==> src/rtl/crcetag_pkg.sv <==
// ---------------------------------------------------------------------------
// crcetag_pkg
// types and constants shared by the crc32 sample tag hasher
// ---------------------------------------------------------------------------
package crcetag_pkg;

    localparam logic [31:0] CRC_POLY  = 32'hEDB88320;
    localparam logic [31:0] CRC_INIT  = 32'hFFFFFFFF;
    localparam logic [31:0] MIX_MUL_A = 32'h7FEB352D;
    localparam logic [31:0] MIX_MUL_B = 32'h846CA68B;
    localparam logic [31:0] ETAG_SEED = 32'hA5C3F19B;

    localparam logic CMD_ABSORB = 1'b0;
    localparam logic CMD_FINISH = 1'b1;

    // selects the round of the shared xorshift-multiply unit
    typedef struct packed {
        logic shift15;
        logic use_b;
    } mix_ctrl_t;

    function automatic logic [31:0] xs16(input logic [31:0] v);
        return v ^ (v >> 16);
    endfunction

endpackage

==> src/rtl/crcetag_fold.sv <==
// ---------------------------------------------------------------------------
// crcetag_fold
// folds one byte into a reflected crc-32 register
// ---------------------------------------------------------------------------
module crcetag_fold (
    input  logic [31:0] crc_in,
    input  logic [7:0]  data,
    output logic [31:0] crc_out
);
    import crcetag_pkg::*;

    logic [31:0] r;

    always_comb
    begin
        r = crc_in ^ {24'b0, data};
        for (int k = 0; k < 8; k++)
        begin
            if (r[0])
                r = (r >> 1) ^ CRC_POLY;
            else
                r = r >> 1;
        end
        crc_out = r;
    end

endmodule

==> src/rtl/crcetag_mixer.sv <==
// ---------------------------------------------------------------------------
// crcetag_mixer
// shared xorshift-multiply round of the 32-bit finalizer
// ---------------------------------------------------------------------------
module crcetag_mixer (
    input  logic [31:0]           v,
    input  crcetag_pkg::mix_ctrl_t ctrl,
    output logic [31:0]           y
);
    import crcetag_pkg::*;

    logic [31:0] shifted;
    logic [31:0] mult_k;

    assign shifted = ctrl.shift15 ? (v ^ (v >> 15)) : (v ^ (v >> 16));
    assign mult_k  = ctrl.use_b ? MIX_MUL_B : MIX_MUL_A;
    // low 32 bits of the product only
    assign y       = shifted * mult_k;

endmodule

==> src/rtl/crc32_sample_etag_hash.sv <==
// ---------------------------------------------------------------------------
// crc32_sample_etag_hash
// reflected crc-32 over sampled bytes, finished into a 32-bit entity tag
// ---------------------------------------------------------------------------
// An absorb transaction (cmd 0) folds data_byte into the running CRC, and
// the block is ready again on the next cycle, even while a tag is
// still waiting on the output. A finish transaction (cmd 1) produces
// etag = 0xA5C3F19B ^ mix(file_size) ^ mix(~crc) and returns the CRC to all
// ones. It holds the input off while a single 32x32 multiplier is used for
// four registered rounds (two per mix) and the tag is then written to the
// output register; if the previous tag has not been taken yet the block
// waits in that last step until it is.
module crc32_sample_etag_hash (
    input  logic        clk,
    input  logic        rst_n,
    input  logic        in_valid,
    output logic        in_ready,
    input  logic        cmd,
    input  logic [7:0]  data_byte,
    input  logic [31:0] file_size,
    output logic        out_valid,
    input  logic        out_ready,
    output logic [31:0] etag
);
    import crcetag_pkg::*;

    typedef enum logic [2:0] {
        S_IDLE,
        S_SIZE_A,
        S_SIZE_B,
        S_CRC_A,
        S_CRC_B,
        S_EMIT
    } state_t;

    state_t      state_reg, state_next;
    logic [31:0] crc_reg, crc_next;
    logic [31:0] crc_hold_reg, crc_hold_next;
    logic [31:0] work_reg, work_next;
    logic [31:0] acc_reg, acc_next;
    logic [31:0] etag_reg, etag_next;
    logic        out_valid_reg, out_valid_next;

    logic [31:0] fold_out;
    logic [31:0] mix_in;
    logic [31:0] mix_out;
    mix_ctrl_t   mix_ctrl;

    crcetag_fold u_fold (
        .crc_in  (crc_reg),
        .data    (data_byte),
        .crc_out (fold_out)
    );

    assign mix_in           = (state_reg == S_CRC_A) ? crc_hold_reg : work_reg;
    assign mix_ctrl.shift15 = (state_reg == S_SIZE_B) || (state_reg == S_CRC_B);
    assign mix_ctrl.use_b   = (state_reg == S_SIZE_B) || (state_reg == S_CRC_B);

    crcetag_mixer u_mixer (
        .v    (mix_in),
        .ctrl (mix_ctrl),
        .y    (mix_out)
    );

    assign in_ready  = (state_reg == S_IDLE);
    assign out_valid = out_valid_reg;
    assign etag      = etag_reg;

    always_comb
    begin
        state_next     = state_reg;
        crc_next       = crc_reg;
        crc_hold_next  = crc_hold_reg;
        work_next      = work_reg;
        acc_next       = acc_reg;
        etag_next      = etag_reg;
        out_valid_next = out_valid_reg;

        if (out_valid_reg && out_ready)
            out_valid_next = 1'b0;

        unique case (state_reg)
            S_IDLE:
            begin
                if (in_valid)
                begin
                    if (cmd == CMD_FINISH)
                    begin
                        work_next     = file_size;
                        crc_hold_next = ~crc_reg;
                        crc_next      = CRC_INIT;
                        state_next    = S_SIZE_A;
                    end
                    else
                        crc_next = fold_out;
                end
            end
            S_SIZE_A:
            begin
                work_next  = mix_out;
                state_next = S_SIZE_B;
            end
            S_SIZE_B:
            begin
                work_next  = mix_out;
                state_next = S_CRC_A;
            end
            S_CRC_A:
            begin
                // size mix completes here, crc mix starts
                acc_next   = ETAG_SEED ^ xs16(work_reg);
                work_next  = mix_out;
                state_next = S_CRC_B;
            end
            S_CRC_B:
            begin
                work_next  = mix_out;
                state_next = S_EMIT;
            end
            S_EMIT:
            begin
                if (!out_valid_reg || out_ready)
                begin
                    etag_next      = acc_reg ^ xs16(work_reg);
                    out_valid_next = 1'b1;
                    state_next     = S_IDLE;
                end
            end
            default:
            begin
                state_next = S_IDLE;
            end
        endcase
    end

    always_ff @(posedge clk or negedge rst_n)
    begin
        if (!rst_n)
        begin
            state_reg     <= S_IDLE;
            crc_reg       <= CRC_INIT;
            crc_hold_reg  <= '0;
            work_reg      <= '0;
            acc_reg       <= '0;
            etag_reg      <= '0;
            out_valid_reg <= 1'b0;
        end
        else
        begin
            state_reg     <= state_next;
            crc_reg       <= crc_next;
            crc_hold_reg  <= crc_hold_next;
            work_reg      <= work_next;
            acc_reg       <= acc_next;
            etag_reg      <= etag_next;
            out_valid_reg <= out_valid_next;
        end
    end

endmodule

==> config.mk <==
export PLATFORM = sky130hd
export DESIGN_NAME = crc32_sample_etag_hash
export DESIGN_NICKNAME = d
export VERILOG_FILES = /design/src/rtl/crcetag_pkg.sv /design/src/rtl/crcetag_fold.sv /design/src/rtl/crcetag_mixer.sv /design/src/rtl/crc32_sample_etag_hash.sv
export SDC_FILE = /design/constraint.sdc
export NUM_CORES = 1
export LEC_CHECK = 0
export BUFFER_PORTS_ARGS = -buffer_cell sky130_fd_sc_hd__buf_2
export CORE_UTILIZATION = 55
export CTS_CLUSTER_SIZE = 40
export DETAILED_ROUTE_END_ITERATION = 10
export GPL_TIMING_DRIVEN = 0
export HOLD_SLACK_MARGIN = 0.12
export PLACE_DENSITY_LB_ADDON = 0.2
export SLEW_MARGIN = 0
export SYNTH_ARGS = -nofsm -noshare
export SYNTH_HDL_FRONTEND = slang
export SYNTH_SLANG_ARGS = --single-unit
==> constraint.sdc <==
create_clock -name clk -period 8.95 [get_ports clk]
set_input_delay 1.3425 -clock clk [delete_from_list [all_inputs] [get_ports clk]]
set_output_delay 1.3425 -clock clk [all_outputs]
set_load 0.1 [all_outputs]
# == Yosys cells after proc, flatten, opt, wreduce, memory -nomap -nowiden ==
# Cells that the tools add are included.
# word_totals
n_memories,0
mem_bits_ro,0
ram_bits,0
latchBits,0
out_inout_bits,34
word_cells,65
regBits,164
# op_classes
bitwise_logic,15
mux,22
magnitude_cmp,0
multipliers,1
div_mod_pow,0
add_sub_neg,0
n_reduce_logical,12
shift,0
n_eq_ne,8
# ops
cell,count
32-bit two-way mux,14
13-bit inverter with 14-bit output,8
32-bit case mux with 2 select lines,1
32-bit by 16-bit bitwise XOR with 32-bit output,2
32-bit by 32-bit multiplier with 32-bit output,1
32-bit inverter,1
32-bit by 17-bit bitwise XOR with 32-bit output,1
32-bit bitwise XOR,1
32-bit by 8-bit bitwise XOR with 32-bit output,1
18-bit inverter,1
3-bit case mux with 6 select lines,1
3-bit two-way mux,3
3-bit AND reduction,3
"3-bit by 2-bit equality test with 1-bit output, second input constant",2
"3-bit equality test, second input constant",2
"2-bit != test, second input constant",2
2-bit AND reduction,2
4-bit OR reduction,1
"3-bit by 1-bit equality test with 1-bit output, second input constant",1
3-bit logical NOT,1
1-bit two-way mux,3
1-bit logical OR,2
"2-bit by 1-bit != test with 1-bit output, second input constant",1
2-bit nonzero test,1
other kinds (2),2

# == Longest topological paths before layout ==
# depth
word_depth,18
depth_mapped,36
mapped_depth_nobuf,33

# == Modules after synthesis ==
# From an unflattened synthesis, not the netlist that was laid out.
# unflattened
cells_unflattened,2010
hier_area_um2,19987.9
# by_module_without_submodules
mod,area_each_um2,cells_each,n_inst
crcetag_mixer,11629.9,1219,1
crc32_sample_etag_hash,7403.4,727,1
crcetag_fold,954.7,64,1

# == Worst setup path after synthesis ==
# OpenSTA, ideal clock, no wires.
# synth_path
path_kind,register to register
from,reg state_reg[0]
to,reg work_reg[30]
required_ps,8830
stages_incl_launch_ff,34
arrival_time_ps,8114
path_slack_ps,716
cell_sequence,dfrtp_1 > buf_4 > nand3b_4 > buf_6 > buf_6 > buf_6 > clkbuf_1 > mux2i_1 > xnor2_1 > inv_1 > nand2_1 > inv_1 > fa_1 > fa_1 > fa_1 > inv_1 > fa_1 > inv_1 > fa_1 > inv_1 > fa_1 > inv_1 > fa_1 > fa_1 > ha_1 > a21o_1 > a21o_1 > a21oi_1 > nand3b_1 > o211ai_1 > o31a_1 > o21a_1 > or3_1 > a31o_2
# synth_between
elab_chain_cells,6
elab_cells_between_ends,18
# synth_rtl
element,line_no,rtl
from (decl),crc32_sample_etag_hash.sv:36,"state_t state_reg, state_next;"
from (signal assigned),crc32_sample_etag_hash.sv:150,state_reg <= state_next;
3-bit by 2-bit equality test with 1-bit output,"crc32_sample_etag_hash.sv:55, crc32_sample_etag_hash.sv:82",
32-bit two-way mux,crc32_sample_etag_hash.sv:55,assign mix_in = (state_reg == S_CRC_A) ? crc_hold_reg : work_reg;
32-bit by 16-bit bitwise XOR with 32-bit output / 32-bit by 17-bit bitwise XOR with 32-bit output (equally long branches),crcetag_mixer.sv:15,assign shifted = ctrl.shift15 ? (v ^ (v >> 15)) : (v ^ (v >> 16));
32-bit two-way mux,crcetag_mixer.sv:15,
32-bit by 32-bit multiplier with 32-bit output,crcetag_mixer.sv:18,assign y = shifted * mult_k;
32-bit case mux with 2 select lines,crc32_sample_etag_hash.sv:82,unique case (state_reg)
to (signal assigned),crc32_sample_etag_hash.sv:153,work_reg <= work_next;
to (decl),crc32_sample_etag_hash.sv:39,"logic [31:0] work_reg, work_next;"
# Several ways; a longest one is shown, not always the timed one.
# A chain may end at the register's enable or synchronous reset.

# == Final worst setup path ==
# layout_path
from,reg state_reg[1]
to,reg work_reg[30]
# Same word-level chain as after synthesis.

==> metrics.sh <==
CTS-ROOT-BUF='sky130_fd_sc_hd__clkbuf_16'
SYNTH.FF_LATCH_COUNT=164
CRIT_PATH_END='work_reg[30]'
OUTCOME='completed'
ROUTED-WL-MET3_UM=4258
TIMING.FINAL.HOLD_VIOLATIONS=0
INITIAL_UTILIZATION=0.5594
SYNTH_AREA_SQ_UM=19370
HP-CLASS='reg -> reg'
HIGHEST_LAYER='met4'
REG2REG_TO='work_reg[30]'
CLOCK_INSERTION_DELAY_WORST_SKEW_PS=430
CRITICAL_PATH_PEAK_FANOUT=10
PATH_CLASS='reg -> reg'
CLOCK_TREE.BUFFER_DEPTH=2
SYN_TO_FINAL_GROWTH_PCT=11.30
TIMING.HOLD.WORST_PATH_DEPTH=2
TOTAL_GLOBAL_ROUTING_OVERFLOW=0
WORSTPATHARRIVAL_PS=9080
CRIT_BUF_INV=8
DRC_ERRORS=0
CTS_NUM_SINKS=164
DR_WL_MET2_UM=25890
DIE_W_UM=189.7
NUMBER_OF_GLOBAL_ROUTE_VIAS_BEFORE_REPAIR=14782
INSTANCES_NO_FILL=2626
TIGHTEST_SLEW_PS=1181
PLACE_INST=2577
CORE_AREA_SQ_UM=34630
CLKTRANSATPATHREGS_PS=60
GRT_START_MAX_NET_PINS=126
CRIT_START='state_reg[1]'
WORST_PATH_MAX_DELAY_CELL='sky130_fd_sc_hd__fa_1'
ROUTE.DETAILED.VIAS_PER_INST=5.426
WIRE_LENGTH_OF_THE_FIRST_GLOBAL_ROUTING_PASS_UM=87220
FINALSETUPVIOLATIONS=0
GRT_USAGE=0.3318
FIRST_PASS_ITERS=5
SYNTH.YOSYS.WARNINGS=0
TIMING.RR.START='state_reg[1]'
NUMCTSBUFFERS=17
TIMING.HOLD.WS_PS=471.2
SLEW_HEADROOM=0.2089
YS.FLOP_TYPE='sky130_fd_sc_hd__dfrtp_1'
ANTENNA_VIOLATING_NETS_POST_ROUTE=0
SKEW_PS=13.43
WORST-R2R-SETUP-SLACK_PS=180
GP_CONGESTION=1.044
MAX-CAP-VIOLATIONS=0
CTS_HOLD_BUF=0
SYNTH.YOSYS.SEQ_AREA_SHARE=0.2139
FIN_NETS=2651
CRIT_PATH_FREQUENT_CELL='sky130_fd_sc_hd__fa_1'
PIN_COUNT=79
YOSYS_TOP_CELL_AREA_SHARE=0.3018
DRIVE_GT1_FRAC=0.1152
DP_HPWL_UM=48220
WORST-ENDPOINT-REQUIRED_PS=9270
POST_DRT_WL_PER_CELL_UM=21.55
SYNTHESIS.AREA_PER_INSTANCE_SQ_UM=9.661
TRITONCTS='done'
CRIT_PATH_MAX_INCR_DELAY_PS=610
POST-ROUTE-UTIL=0.6226
NUMBER_OF_SYNTHESIZED_FLOPS_WITH_AN_ENABLE_PIN=0
HTREE_NUM_LEVELS=4
DETAILEDROUTE.FIRSTITERATIONVIOLATIONS=1120
DIODES=0
YOSYSTOPAREACELL='sky130_fd_sc_hd__fa_1'
ASYNCSETRESETFLOPFRACSYNTH=1.000
RSZ0062_AT_GRT='true'
TIMING.SETUP.TNS_PS=0
ROUTE.FINAL.WIRE_LENGTH_UM=56600
MAX_FREQ_MHz=114.1
DIE_AREA_SQ_UM=35970
CRIT_PATH_END_KIND='flop'
PERIOD_SHARE=0.9794
POST-ROUTE-MIN-PERIOD_PS=8765
HP-START='etag[9]'
R2R_CELLS=29
WORSTSETUPSTARTPOINTTYPE='flop'
IO_BUFFERS=78
ANTENNA_FOUND_INITIAL=0
M1WIRELENGTH_UM=24590
DIE-HEIGHT_UM=189.7
ROWS=68
WORST_PATH_DOMINANT_CELL_FAMILY='adder cells'
SYNTHDISTINCTLIBCELLS=63
CP_NUM_CELLS=29
VIA_COUNT=14248
SYNTHCELLS=2005
SYNTH_AREA_LEADERS='sky130_fd_sc_hd__fa_1 30%, sky130_fd_sc_hd__dfrtp_1 17%, sky130_fd_sc_hd__ha_1 10%, sky130_fd_sc_hd__inv_1 7.6%, sky130_fd_sc_hd__xnor2_1 7.0%'
SLEW_VIOLS_FINAL=0
## layout by cell type (no fill, tap or decap), drive strengths merged, types with 40 or more instances in the layout
master and n:
a21oi 91, nor2 104, nand2 219, xnor2 159, ha 156, fa 292
inv 396, dfrtp 132, o21ai 148, xor2 66, clkbuf 71, buf 111
conb 40
## worst min-delay path by stage
| stage | to |
|---|---|
| 6_report | etag[9] |
| 5_1_grt | etag[1] |
| 3_5_place_dp | etag[11] |
| 2_1_floorplan | crc_hold_reg[10] |
| 3_3_place_gp | etag[3] |
| 4_1_cts | etag[11] |
## layout make-up
class                      instances  area, sq um
buffer                            67        320.3
clock buffer                      19        442.9
clock inverter                    13        172.7
fill                            2948        13070
inverter                         393         1479
multi-input combinational       1419        13870
sequential                       164         4144
tap                              455        569.3
timing repair buffer              96        555.5
## worst register-to-register path: cells and delay by family (launching register included)
kind                       cells  cell delay (ps)
adders and majority gates      9             4410
AOI/OAI and AO/OA              8             1750
buffers and inverters          8             1360
and+or+nand+nor                3              640
DFF                            1              370
xor gates and xnor gates       1              140
## stage by stage
| step | instance area, sq um | setup slack [ps] |
|---|---|---|
| floorplan | 19510 | 715.9 |
| global placement | 20470 | -914.1 |
| detailed placement | 20510 | -1027 |
| CTS | 21330 | 3.749 |
| global route | 21560 | -58.71 |
| finish | 21560 | 184.7 |
## synthesized netlist by cell type (3+ instances only)
cell type and n:
sky130_fd_sc_hd__buf_6 3, sky130_fd_sc_hd__nand2b_1 11, sky130_fd_sc_hd__mux2i_1 28, sky130_fd_sc_hd__clkbuf_1 54
sky130_fd_sc_hd__xor2_1 66, sky130_fd_sc_hd__a31o_2 3, sky130_fd_sc_hd__o21ai_0 145, sky130_fd_sc_hd__a21oi_1 89
sky130_fd_sc_hd__dfstp_2 32, sky130_fd_sc_hd__a31oi_1 4, sky130_fd_sc_hd__nor2_1 104, sky130_fd_sc_hd__o21a_1 7
sky130_fd_sc_hd__xnor2_2 5, sky130_fd_sc_hd__fa_1 292, sky130_fd_sc_hd__mux2i_4 4, sky130_fd_sc_hd__inv_1 390
sky130_fd_sc_hd__nand2_1 219, sky130_fd_sc_hd__nor2b_1 3, sky130_fd_sc_hd__buf_1 5, sky130_fd_sc_hd__dfrtp_1 132
sky130_fd_sc_hd__a21o_1 24, sky130_fd_sc_hd__and3_1 3, sky130_fd_sc_hd__nor3_1 10, sky130_fd_sc_hd__mux2i_2 3
sky130_fd_sc_hd__o21ai_1 3, sky130_fd_sc_hd__o211ai_1 6, sky130_fd_sc_hd__ha_1 156, sky130_fd_sc_hd__xnor2_1 154
sky130_fd_sc_hd__buf_2 3
## repair_timing
action                     in CTS  in global routing
setup endpoints to repair      15                  9
gates resized for setup        40                 46
buffers inserted                4                 13
pin swaps                       2                  8
## logic make-up after synthesis
family,share of synthesized area
buffers and inverters,0.09088
adders and majority gates,0.4026
and+or+nand+nor,0.07803
AOI/OAI and AO/OA,0.08636
xor gates and xnor gates,0.1060
DFF,0.2139
muxes,0.02183
other,0.0003877
## layer usage
layer  up-vias  track usage
met4         0      0.09460
li1       6446            -
met1      7199       0.4688
met5         -            0
met2       516       0.5204
met3        87      0.06622
Power is not shown: default switching activity piles up to over one toggle a cycle in this logic, so the estimate is an artifact.
